**src/sv/dcct_pkg.sv**
```systemverilog
// ----------------------------------------------------------------------------
// dcct_pkg
// Types, constants and the month length table of the calendar converter.
// ----------------------------------------------------------------------------
package dcct_pkg;

  typedef struct packed {
    logic signed [20:0] day_count;
    logic [10:0]        minute_of_day;
    logic [11:0]        tick_count;
  } ts_t;

  typedef struct packed {
    logic [12:0] year;
    logic [3:0]  month;
    logic [4:0]  day_of_month;
    logic [4:0]  hour;
    logic [5:0]  minute;
    logic [5:0]  second;
  } cal_t;

  // Control from the sequencer to the year tracker.
  typedef struct packed {
    logic load;
    logic step;
  } year_ctrl_t;

  localparam logic [12:0] FIRST_YEAR      = 13'd1978;
  localparam logic [1:0]  FIRST_MOD4      = 2'd2;
  localparam logic [6:0]  FIRST_MOD100    = 7'd78;
  localparam logic [8:0]  FIRST_MOD400    = 9'd378;
  localparam logic [6:0]  LAST_MOD100     = 7'd99;
  localparam logic [8:0]  LAST_MOD400     = 9'd399;

  localparam logic [8:0]  LEAP_YEAR_LEN   = 9'd366;
  localparam logic [8:0]  COMMON_YEAR_LEN = 9'd365;
  localparam logic [3:0]  LAST_MONTH      = 4'd11;

  localparam logic [10:0] LAST_MINUTE     = 11'd1439;
  localparam logic [6:0]  MAX_SECOND      = 7'd59;
  // floor(x * 2185 / 2^17) == x / 60 for x <= 1439
  localparam logic [11:0] HOUR_RECIP      = 12'd2185;
  // floor(x * 1311 / 2^16) == x / 50 for x <= 4095
  localparam logic [10:0] SEC_RECIP       = 11'd1311;

  localparam logic [3:0]  MON_FEB         = 4'd1;
  localparam logic [3:0]  MON_APR         = 4'd3;
  localparam logic [3:0]  MON_JUN         = 4'd5;
  localparam logic [3:0]  MON_SEP         = 4'd8;
  localparam logic [3:0]  MON_NOV         = 4'd10;

  // Length of month m (0 is January).
  function automatic logic [8:0] month_len(input logic [3:0] m, input logic leap);
    logic [8:0] len;
    case (m)
      MON_FEB: begin
        len = leap ? 9'd29 : 9'd28;
      end
      MON_APR, MON_JUN, MON_SEP, MON_NOV: begin
        len = 9'd30;
      end
      default: begin
        len = 9'd31;
      end
    endcase
    return len;
  endfunction

endpackage

```
**src/sv/dcct_sub.sv**
```systemverilog
// ----------------------------------------------------------------------------
// dcct_sub
// Shared subtract and compare unit: remaining days minus a year or month length.
// ----------------------------------------------------------------------------
module dcct_sub (
  input  logic [19:0] a,
  input  logic [8:0]  b,
  output logic [19:0] diff,
  output logic        ge
);

  logic [20:0] d;

  assign d    = {1'b0, a} - {12'd0, b};
  assign diff = d[19:0];
  assign ge   = ~d[20];

endmodule

```
**src/sv/dcct_year.sv**
```systemverilog
// ----------------------------------------------------------------------------
// dcct_year
// Year counter with running mod 4/100/400 residues for the leap test.
// ----------------------------------------------------------------------------
module dcct_year (
  input  logic                clk,
  input  logic                rst,
  input  dcct_pkg::year_ctrl_t ctrl,
  output logic [12:0]         year,
  output logic                leap
);

  logic [1:0] mod4;
  logic [6:0] mod100;
  logic [8:0] mod400;

  always_ff @(posedge clk) begin
    if (rst) begin
      year   <= dcct_pkg::FIRST_YEAR;
      mod4   <= dcct_pkg::FIRST_MOD4;
      mod100 <= dcct_pkg::FIRST_MOD100;
      mod400 <= dcct_pkg::FIRST_MOD400;
    end else if (ctrl.load) begin
      year   <= dcct_pkg::FIRST_YEAR;
      mod4   <= dcct_pkg::FIRST_MOD4;
      mod100 <= dcct_pkg::FIRST_MOD100;
      mod400 <= dcct_pkg::FIRST_MOD400;
    end else if (ctrl.step) begin
      year   <= year + 13'd1;
      mod4   <= mod4 + 2'd1;
      mod100 <= (mod100 == dcct_pkg::LAST_MOD100) ? 7'd0 : mod100 + 7'd1;
      mod400 <= (mod400 == dcct_pkg::LAST_MOD400) ? 9'd0 : mod400 + 9'd1;
    end
  end

  assign leap = (mod4 == 2'd0) && ((mod100 != 7'd0) || (mod400 == 9'd0));

endmodule

```
**src/sv/dcct_tod.sv**
```systemverilog
// ----------------------------------------------------------------------------
// dcct_tod
// Time of day: hour, minute and second from the minute and tick counts.
// ----------------------------------------------------------------------------
module dcct_tod (
  input  logic        clk,
  input  logic        load,
  input  logic [10:0] minute_of_day,
  input  logic [11:0] tick_count,
  output logic [4:0]  hour,
  output logic [5:0]  minute,
  output logic [5:0]  second
);

  logic [10:0] mins_sat;
  logic [22:0] hour_prod;
  logic [22:0] sec_prod;
  logic [6:0]  sec_raw;
  logic [10:0] mins_q;
  logic [4:0]  hour_q;
  logic [5:0]  sec_q;
  logic [10:0] hour_x60;
  logic [10:0] rem;

  assign mins_sat  = (minute_of_day > dcct_pkg::LAST_MINUTE) ? dcct_pkg::LAST_MINUTE
                                                            : minute_of_day;
  assign hour_prod = 23'(mins_sat) * 23'(dcct_pkg::HOUR_RECIP);
  assign sec_prod  = 23'(tick_count) * 23'(dcct_pkg::SEC_RECIP);
  assign sec_raw   = sec_prod[22:16];

  // Payload only: capture on load, no reset needed.
  always_ff @(posedge clk) begin
    if (load) begin
      mins_q <= mins_sat;
      hour_q <= hour_prod[21:17];
      sec_q  <= (sec_raw > dcct_pkg::MAX_SECOND) ? dcct_pkg::MAX_SECOND[5:0] : sec_raw[5:0];
    end
  end

  // hour * 60 as (hour << 6) - (hour << 2)
  assign hour_x60 = ({6'd0, hour_q} << 6) - ({6'd0, hour_q} << 2);
  assign rem      = mins_q - hour_x60;

  assign hour   = hour_q;
  assign minute = rem[5:0];
  assign second = sec_q;

endmodule

```
**src/sv/day_count_to_calendar_time.sv**
```systemverilog
// ----------------------------------------------------------------------------
// day_count_to_calendar_time
// Converts a day/minute/tick timestamp to a Gregorian date and time of day.
// ----------------------------------------------------------------------------
// Usage:
//   Input channel ts (ts_valid/ts_ready) carries one timestamp: days since
//   1978-01-01 (signed, negative clamps to zero), minute of day and ticks at
//   50 per second. Output channel cal (cal_valid/cal_ready) carries one date
//   and time per timestamp, in order.
//   ts_ready is high only while the sequencer is idle; one transfer starts a
//   conversion and the block takes no new timestamp until it ends.
//   The sequencer strips whole years (year - 1978), then whole months; the
//   shared subtract unit removes one year or one month per cycle.
//   The result sits in an output register: while it waits for cal_ready the
//   sequencer is idle again and accepts the next timestamp. A finished date
//   then holds in the last state until the output register frees.
//   Reset (rst, synchronous) returns the sequencer to idle and drops any
//   pending result; no clearing pass is needed.
// ----------------------------------------------------------------------------
module day_count_to_calendar_time (
  input  logic          clk,
  input  logic          rst,
  input  logic          ts_valid,
  output logic          ts_ready,
  input  dcct_pkg::ts_t ts,
  output logic          cal_valid,
  input  logic          cal_ready,
  output dcct_pkg::cal_t cal
);

  typedef enum logic [3:0] {
    S_IDLE  = 4'b0001,
    S_YEAR  = 4'b0010,
    S_MONTH = 4'b0100,
    S_DONE  = 4'b1000
  } state_t;

  state_t state, state_next;

  logic [19:0] days, days_next;
  logic [3:0]  mon, mon_next;
  logic        cal_valid_next;
  logic        cal_load;
  logic        ts_xfer;

  dcct_pkg::year_ctrl_t year_ctrl;
  logic [12:0] year;
  logic        leap;

  logic [8:0]  sub_b;
  logic [19:0] sub_diff;
  logic        sub_ge;

  logic [4:0]  tod_hour;
  logic [5:0]  tod_minute;
  logic [5:0]  tod_second;

  assign ts_ready = (state == S_IDLE);
  assign ts_xfer  = ts_valid && ts_ready;

  // Year tracker: restart at 1978 on a transfer, advance on each whole year.
  dcct_year u_year (
    .clk  (clk),
    .rst  (rst),
    .ctrl (year_ctrl),
    .year (year),
    .leap (leap)
  );

  // One subtractor serves both the year and the month walk.
  always_comb begin
    if (state == S_MONTH) begin
      sub_b = dcct_pkg::month_len(mon, leap);
    end else begin
      sub_b = leap ? dcct_pkg::LEAP_YEAR_LEN : dcct_pkg::COMMON_YEAR_LEN;
    end
  end

  dcct_sub u_sub (
    .a    (days),
    .b    (sub_b),
    .diff (sub_diff),
    .ge   (sub_ge)
  );

  // Time of day is captured at the input transfer and holds until the next.
  dcct_tod u_tod (
    .clk           (clk),
    .load          (ts_xfer),
    .minute_of_day (ts.minute_of_day),
    .tick_count    (ts.tick_count),
    .hour          (tod_hour),
    .minute        (tod_minute),
    .second        (tod_second)
  );

  // Sequencer: strip whole years, then whole months, then hand off.
  always_comb begin
    state_next     = state;
    days_next      = days;
    mon_next       = mon;
    year_ctrl.load = 1'b0;
    year_ctrl.step = 1'b0;
    cal_load       = 1'b0;
    case (state)
      S_IDLE: begin
        if (ts_valid) begin
          // Clamp a negative day count to the first day.
          days_next      = ts.day_count[20] ? 20'd0 : ts.day_count[19:0];
          mon_next       = 4'd0;
          year_ctrl.load = 1'b1;
          state_next     = S_YEAR;
        end
      end
      S_YEAR: begin
        if (sub_ge) begin
          days_next      = sub_diff;
          year_ctrl.step = 1'b1;
        end else begin
          state_next = S_MONTH;
        end
      end
      S_MONTH: begin
        if ((mon < dcct_pkg::LAST_MONTH) && sub_ge) begin
          days_next = sub_diff;
          mon_next  = mon + 4'd1;
        end else begin
          state_next = S_DONE;
        end
      end
      S_DONE: begin
        // Hold here until the output register is free.
        if (!cal_valid || cal_ready) begin
          cal_load   = 1'b1;
          state_next = S_IDLE;
        end
      end
      default: begin
        state_next = S_IDLE;
      end
    endcase
  end

  always_comb begin
    cal_valid_next = cal_valid;
    if (cal_valid && cal_ready) begin
      cal_valid_next = 1'b0;
    end
    if (cal_load) begin
      cal_valid_next = 1'b1;
    end
  end

  always_ff @(posedge clk) begin
    if (rst) begin
      state     <= S_IDLE;
      cal_valid <= 1'b0;
    end else begin
      state     <= state_next;
      cal_valid <= cal_valid_next;
    end
  end

  always_ff @(posedge clk) begin
    days <= days_next;
    mon  <= mon_next;
  end

  // Output register: payload only, qualified by cal_valid.
  always_ff @(posedge clk) begin
    if (cal_load) begin
      cal.year         <= year;
      cal.month        <= mon + 4'd1;
      cal.day_of_month <= days[4:0] + 5'd1;
      cal.hour         <= tod_hour;
      cal.minute       <= tod_minute;
      cal.second       <= tod_second;
    end
  end

endmodule

```
**config.mk**
```make
export PLATFORM = sky130hd
export DESIGN_NAME = day_count_to_calendar_time
export DESIGN_NICKNAME = d
export VERILOG_FILES = /design/src/sv/dcct_pkg.sv /design/src/sv/dcct_sub.sv /design/src/sv/dcct_year.sv /design/src/sv/dcct_tod.sv /design/src/sv/day_count_to_calendar_time.sv
export SDC_FILE = /design/constraint.sdc
export NUM_CORES = 1
export LEC_CHECK = 0
export BUFFER_PORTS_ARGS = -buffer_cell sky130_fd_sc_hd__buf_2
export CORE_UTILIZATION = 25
export DETAILED_ROUTE_END_ITERATION = 7
export PLACE_DENSITY = 0.46
export SLEW_MARGIN = 10
export SYNTH_ARGS = -nofsm -noshare
export SYNTH_HDL_FRONTEND = slang
export SYNTH_SLANG_ARGS = --single-unit
```
**constraint.sdc**
```tcl
create_clock -name clk -period 6.96 [get_ports clk]
set_input_delay 0.696 -clock clk [delete_from_list [all_inputs] [get_ports clk]]
set_output_delay 0.696 -clock clk [all_outputs]
set_load 0.02 [all_outputs]
```
# --- After elaboration in Yosys (flattened, before gate mapping) ---
# Cells that the tools add are included.
op_classes:
  eq_ne: 17
  n_bitwise: 1
  magnitude_cmp: 3
  multipliers: 2
  mux: 28
  addsub: 9
  n_reduce_logical: 18
ops:
  columns: ["cell", "n"]
  rows:
  - ["$mux W20", 4]
  - ["$pmux W20 S3", 1]
  - ["$mux W4", 6]
  - ["$mul A12 B11 Y23 const B", 1]
  - ["$mul A11 B12 Y22 const B", 1]
  - ["$sub A20 B9 Y21", 1]
  - ["$mux W9", 2]
  - ["$pmux W4 S4", 1]
  - ["$add A13 B1 Y13 const B", 1]
  - ["$eq A4 B4 Y1 const B", 3]
  - ["$gt A11 B11 Y1 const B", 1]
  - ["$mux W11", 1]
  - ["$add A9 B1 Y9 const B", 1]
  - ["$eq A9 B9 Y1 const B", 1]
  - ["$logic_not A9 Y1", 1]
  - ["$mux W1", 9]
  - ["$eq A4 B1 Y1 const B", 2]
  - ["$eq A4 B2 Y1 const B", 2]
  - ["$eq A4 B3 Y1 const B", 2]
  - ["$ne A2 B2 Y1 const B", 4]
  - ["$pmux W4 S2", 1]
  - ["$reduce_and A4 Y1", 2]
  - ["$add A7 B1 Y7 const B", 1]
  - ["$eq A7 B7 Y1 const B", 1]
  - ["22 further kinds", 28]
word_totals:
  output_inout_bits: 41
  reg_bits: 116
  elab_cells: 95

# --- Longest topological paths before layout ---
depth:
  ltp_word: 11
  ltp_mapped: 19
  ltp_nobuf: 19

# --- By module ---
# A second synthesis with hierarchy kept.
unflattened:
  cells_unflattened: 927
  hier_area_um2: 9656.8
modules_own_cells:
  columns: ["module", "seq_area_each_um2", "cells_each", "instances", "area_per_inst_um2"]
  rows:
  - ["dcct_tod", 510.5, 488, 1, 4636.9]
  - ["day_count_to_calendar_time", 1991.9, 178, 1, 2917.8]
  - ["dcct_year", 620.6, 173, 1, 1462.7]
  - ["dcct_sub", 0.0, 88, 1, 639.4]

# --- Worst setup path before layout ---
# OpenSTA, ideal clock, no wires.
synth_timing:
  path_type: "input-to-reg"
  from: "in ts[8] in the netlist's numbering"
  to: "reg u_tod.sec_q[0], in the netlist u_tod.second[0] (data pin)"
  setup_ps: 275
  path_stages: 17
  slack_ps: 1896
  t_arrival_ps: 4788
  n_path_buf: 0
  required_time_ps: 6685
  cell_sequence: "fa_1 > ha_1 > inv_1 > fa_1 > inv_1 > fa_1 > inv_1 > fa_1 > inv_1 > ha_1 > nand4_1 > a2111oi_0 > nor3_1 > a211oi_1 > or4_1 > nand3_1 > o211ai_1"
synth_via:
  elab_chain_len: 2
synth_lines:
  columns: ["item", "line", "text"]
  rows:
  - ["start: declaration", "day_count_to_calendar_time.sv:25", "input dcct_pkg::ts_t ts,"]
  - ["$mul A12 B11 Y23 *", "dcct_tod.sv:28", "assign sec_prod = 23'(tick_count) * 23'(dcct_pkg::SEC_RECIP);"]
  - ["$gt A7 B6 Y1", "dcct_tod.sv:36", "sec_q <= (sec_raw > dcct_pkg::MAX_SECOND) ? dcct_pkg::MAX_SECOND[5:0] : sec_raw[5:0];"]
  - ["end signal: assignment", "dcct_tod.sv:36", null]
  - ["end: declaration", "dcct_tod.sv:21", "logic [5:0] sec_q;"]
# Every way passes the cells marked *; elsewhere a longest branch is shown, timed or not.
# A chain may end at the register's enable or synchronous reset.

# --- Worst setup path after layout ---
layout_timing:
  from: "in ts[9] in the netlist's numbering"
  to: "reg u_tod.sec_q[2], in the netlist u_tod.second[2] (data pin)"
# The elaborated chain is that of the path after synthesis.

==> metrics.yaml <==
status: "complete, but fails checks"
violations: "DRC"
muxShareOfSynthArea_pct: 0.232
final_max_slew_viol_count: 0
die_h_um: 194
io_buffers: 88
power.switching_w: 0.000944
postRouteAntennaNets: 0
hold_path_class: "register to register"
syn-mean-instance-area_um2: 10.4
synth-edff-count: 80
arrival_ns: 5.40
synth_cell_types: 66
cts.sinks: 116
cp-end-kind: "register"
maxClockFrequency_mhz: 191
dpl.cell_count: 1417
wl_per_cell_um: 13.2
num_rows: 69
num_vias: 6347
tightestPinTransition_ns: 1.14
cts_hold_buf: 0
fin_tns_setup_ns: 0
synth-compound-area-share_pct: 9.74
io_pins: 89
cts_resized: 0
cts.htree.levels: 4
netlist_instances: 882
cp-start-kind: "primary input"
die_area_um2: 37400
yosys.area_share.adder_pct: 31.5
cts_root_buffer: "clkbuf_16"
initial_core_util_pct: 25.6
synth_top_family_by_area: "adder cells"
num-nets-final: 1222
layout_min_cycle_time_ns: 5.23
path_clk_slew_ns: 0.06
power_frac_clock_pct: 29.4
wl_um: 19100
max_slew_margin_pct: 23.9
max-cap-violations: 0
hold_viol_final: 0
synth-main-ff-cell: "edfxtp_1"
first_global_vias: 6409
die_x_um: 194
power_leakage_nw: 4.78
worstPathRequired_ns: 7.13
clock_path_buffers: 2
antenna_found_initial: 0
pwr-share-comb_pct: 39.8
grt_max_degree: 40
seqPwrFrac_pct: 30.8
ys_seq_area_share_pct: 34.1
synthSimpleGateAreaFrac_pct: 12.6
switching_share_pct: 34.9
yosys_warnings: 0
internal_power_w: 0.00176
ir_worst_vdd_uv: 117
grt_first_pass_wirelength_um: 32400
postCtsSetupRepairBufs: 0
rsz0062_at_grt: "false"
setup_viol: 0
grt-ovfl-total: 0
drc: 11
clk_latency_ns: 0.41
gp_congestion: 0.783
synth_fp_nets: 1129
regArea_um2: 3120
area_growth_pct: 16.4
stdcell_count: 1449
dp_hpwl_um: 15500
yosys.area_share.xor_xnor_pct: 5.05
drive_gt1_share_pct: 14.4
grt.total_usage_pct: 10.7
yosys_register_bits: 116
fin_crit_sh_pct: 75.2
multi_input_area_um2: 5430
antenna_cells: 0
drtIter0Drc: 205
synth_area_um2: 9170
critical_path_class: "primary input to register"
synth-async-reset-ratio_pct: 0
cts_tree: "yes"
fill_cells: 3743
first_pass_iters: 7
routed_via_density: 4.38
cp_max_fo: 8
finalClockSkew_ns: 0.00989
cts_made_buffers: 17
core_um2: 35800
p_per_area_nw_per_um2: 253
==> layout by cell type, fill, tap and decap left out, types with 4 or more instances in the layout <==
cell and count:
xor2_1 19, nor2_1 37, nand2b_1 9, xnor2_1 32, nand3_1 38, nor2b_1 7
fa_1 53, a21oi_1 33, a311oi_1 4, nand2_1 49, and3_1 6, o21ai_0 29
nor3_1 10, a21o_1 7, a31oi_1 12, clkbuf_16 18, nor4_1 9, dfxtp_1 36
ha_1 146, inv_1 144, nand4_1 12, or4_1 4, o31ai_1 6, o21a_1 6
buf_2 88, o211ai_1 8, or3_1 4, clkbuf_1 4, clkinv_2 4, and2_1 7
edfxtp_1 80
==> power groups by stage <==
stage	Clock [W]	Sequential (W)	Combinational (W)
floorplan	0	0.000837	0.000837
global placement	0	0.000848	0.00109
detailed placement	0	0.000848	0.00109
CTS	0.000826	0.000834	0.00110
global route	0.000850	0.000839	0.00127
finish	0.000794	0.000834	0.00108
==> metal layers <==
metal | global-route usage, % | share of wire (%) | vias to the layer above
li1 | - | - | 3272
met1 | 14.4 | 50 | 2969
met2 | 17.4 | 46 | 91
met3 | 1.60 | 2.5 | 15
met4 | 3.41 | 1.2 | 0
met5 | 0 | 0 | -
==> area by class of cell <==
cell class	instances	share of cell area (%)
timing repair buffer	91	4.34
sequential	116	29.3
multi-input combinational	605	50.9
tap	461	5.40
clock buffer	24	4.62
inverter	144	5.06
clock inverter	8	0.469
==> final timing paths <==
| kind | start | to | slack [ns] | cells past startpoint |
|---|---|---|---|---|
| worst max register to register | u_year.mod400[0]$_SDFFE_PP0P_ | state[2]$_SDFFE_PP0P_ | 1.92 | 16 |
| worst min register to register | u_tod.mins_q[1]$_DFFE_PP_ | cal[7]$_DFFE_PP_ | 0.41 | 0 |
| worst min-delay path | u_tod.mins_q[1]$_DFFE_PP_ | cal[7]$_DFFE_PP_ | 0.41 | 0 |
| worst max-delay path | ts[9] | u_tod.second[2]$_SDFFCE_PN0P_ | 1.73 | 16 |
==> Yosys cell counts (3+ instances only) <==
master / instances / area [um^2]
or2_2: 3 / 18.8
o31ai_1: 6 / 45.0
and2_1: 7 / 43.8
or4b_2: 3 / 30.0
clkbuf_1: 12 / 45.0
o21ai_0: 30 / 150
inv_1: 144 / 541
xor2_1: 19 / 166
o211ai_1: 8 / 60.1
dfxtp_1: 36 / 721
nor2_1: 37 / 139
nand2b_1: 9 / 56.3
nor4_1: 9 / 56.3
or4_1: 4 / 30.0
nand2_1: 49 / 184
a31oi_1: 12 / 75.1
a2111oi_0: 3 / 26.3
a21o_1: 7 / 52.6
nor4b_1: 3 / 26.3
o41ai_1: 3 / 26.3
nand4_1: 12 / 75.1
nor2b_1: 8 / 50.1
nor3_1: 10 / 50.1
a21oi_1: 33 / 165
fa_1: 53 / 1060
and3_1: 6 / 37.5
ha_1: 146 / 1830
o21a_1: 6 / 45.0
a211oi_1: 3 / 22.5
a311oi_1: 4 / 35.0
edfxtp_1: 80 / 2400
nand3_1: 38 / 190
a21boi_0: 3 / 22.5
or3_1: 4 / 25.0
xnor2_1: 32 / 280
==> critical path: stages <==
cell and delay, ns:
buf_2 0.17, fa_1 0.49, ha_1 0.31, fa_1 0.47, fa_1 0.56, inv_1 0.06
fa_1 0.52, inv_1 0.04, ha_1 0.40, nand4_1 0.18, a2111oi_0 0.41, nor3_1 0.15
a211oi_1 0.38, or4_1 0.17, nand3_1 0.19, o211a_1 0.19
==> metrics by stage <==
stage               cell area [um^2]  hold slack (ns)  worst slack (ns)  utilization, %  power [W]
floorplan                       9170            0.400              1.90               -    0.00167
global placement               10100            0.403              1.37            28.3    0.00194
detailed placement             10100            0.405              1.26            28.3    0.00194
CTS                            10700            0.410              1.70            29.8    0.00276
global route                   10700            0.431              1.37            29.8    0.00296
finish                         10700            0.409              1.73            29.8    0.00270
==> state kept, by name, summed over array words and instances (netlist names) <==
name	flops
cal	39
days	20
u_year.year	13
u_year.mod400	9
u_year.mod100	7
u_tod.mins_q	6
u_tod.second	6
u_tod.hour	5
mon	4
state	4
u_year.mod4	2
cal_valid	1
==> cell families (layout without fill, tap and decap cells) <==
| group | after synthesis | count (layout) |
|---|---|---|
| buf+inv | 161 | 267 |
| flops | 116 | 116 |
| xor+xnor | 52 | 52 |
| simple gates | 217 | 217 |
| fa+ha+maj | 199 | 199 |
| compound gates | 135 | 135 |
| mux | 2 | 2 |
Power figures use the tool's default switching activity.
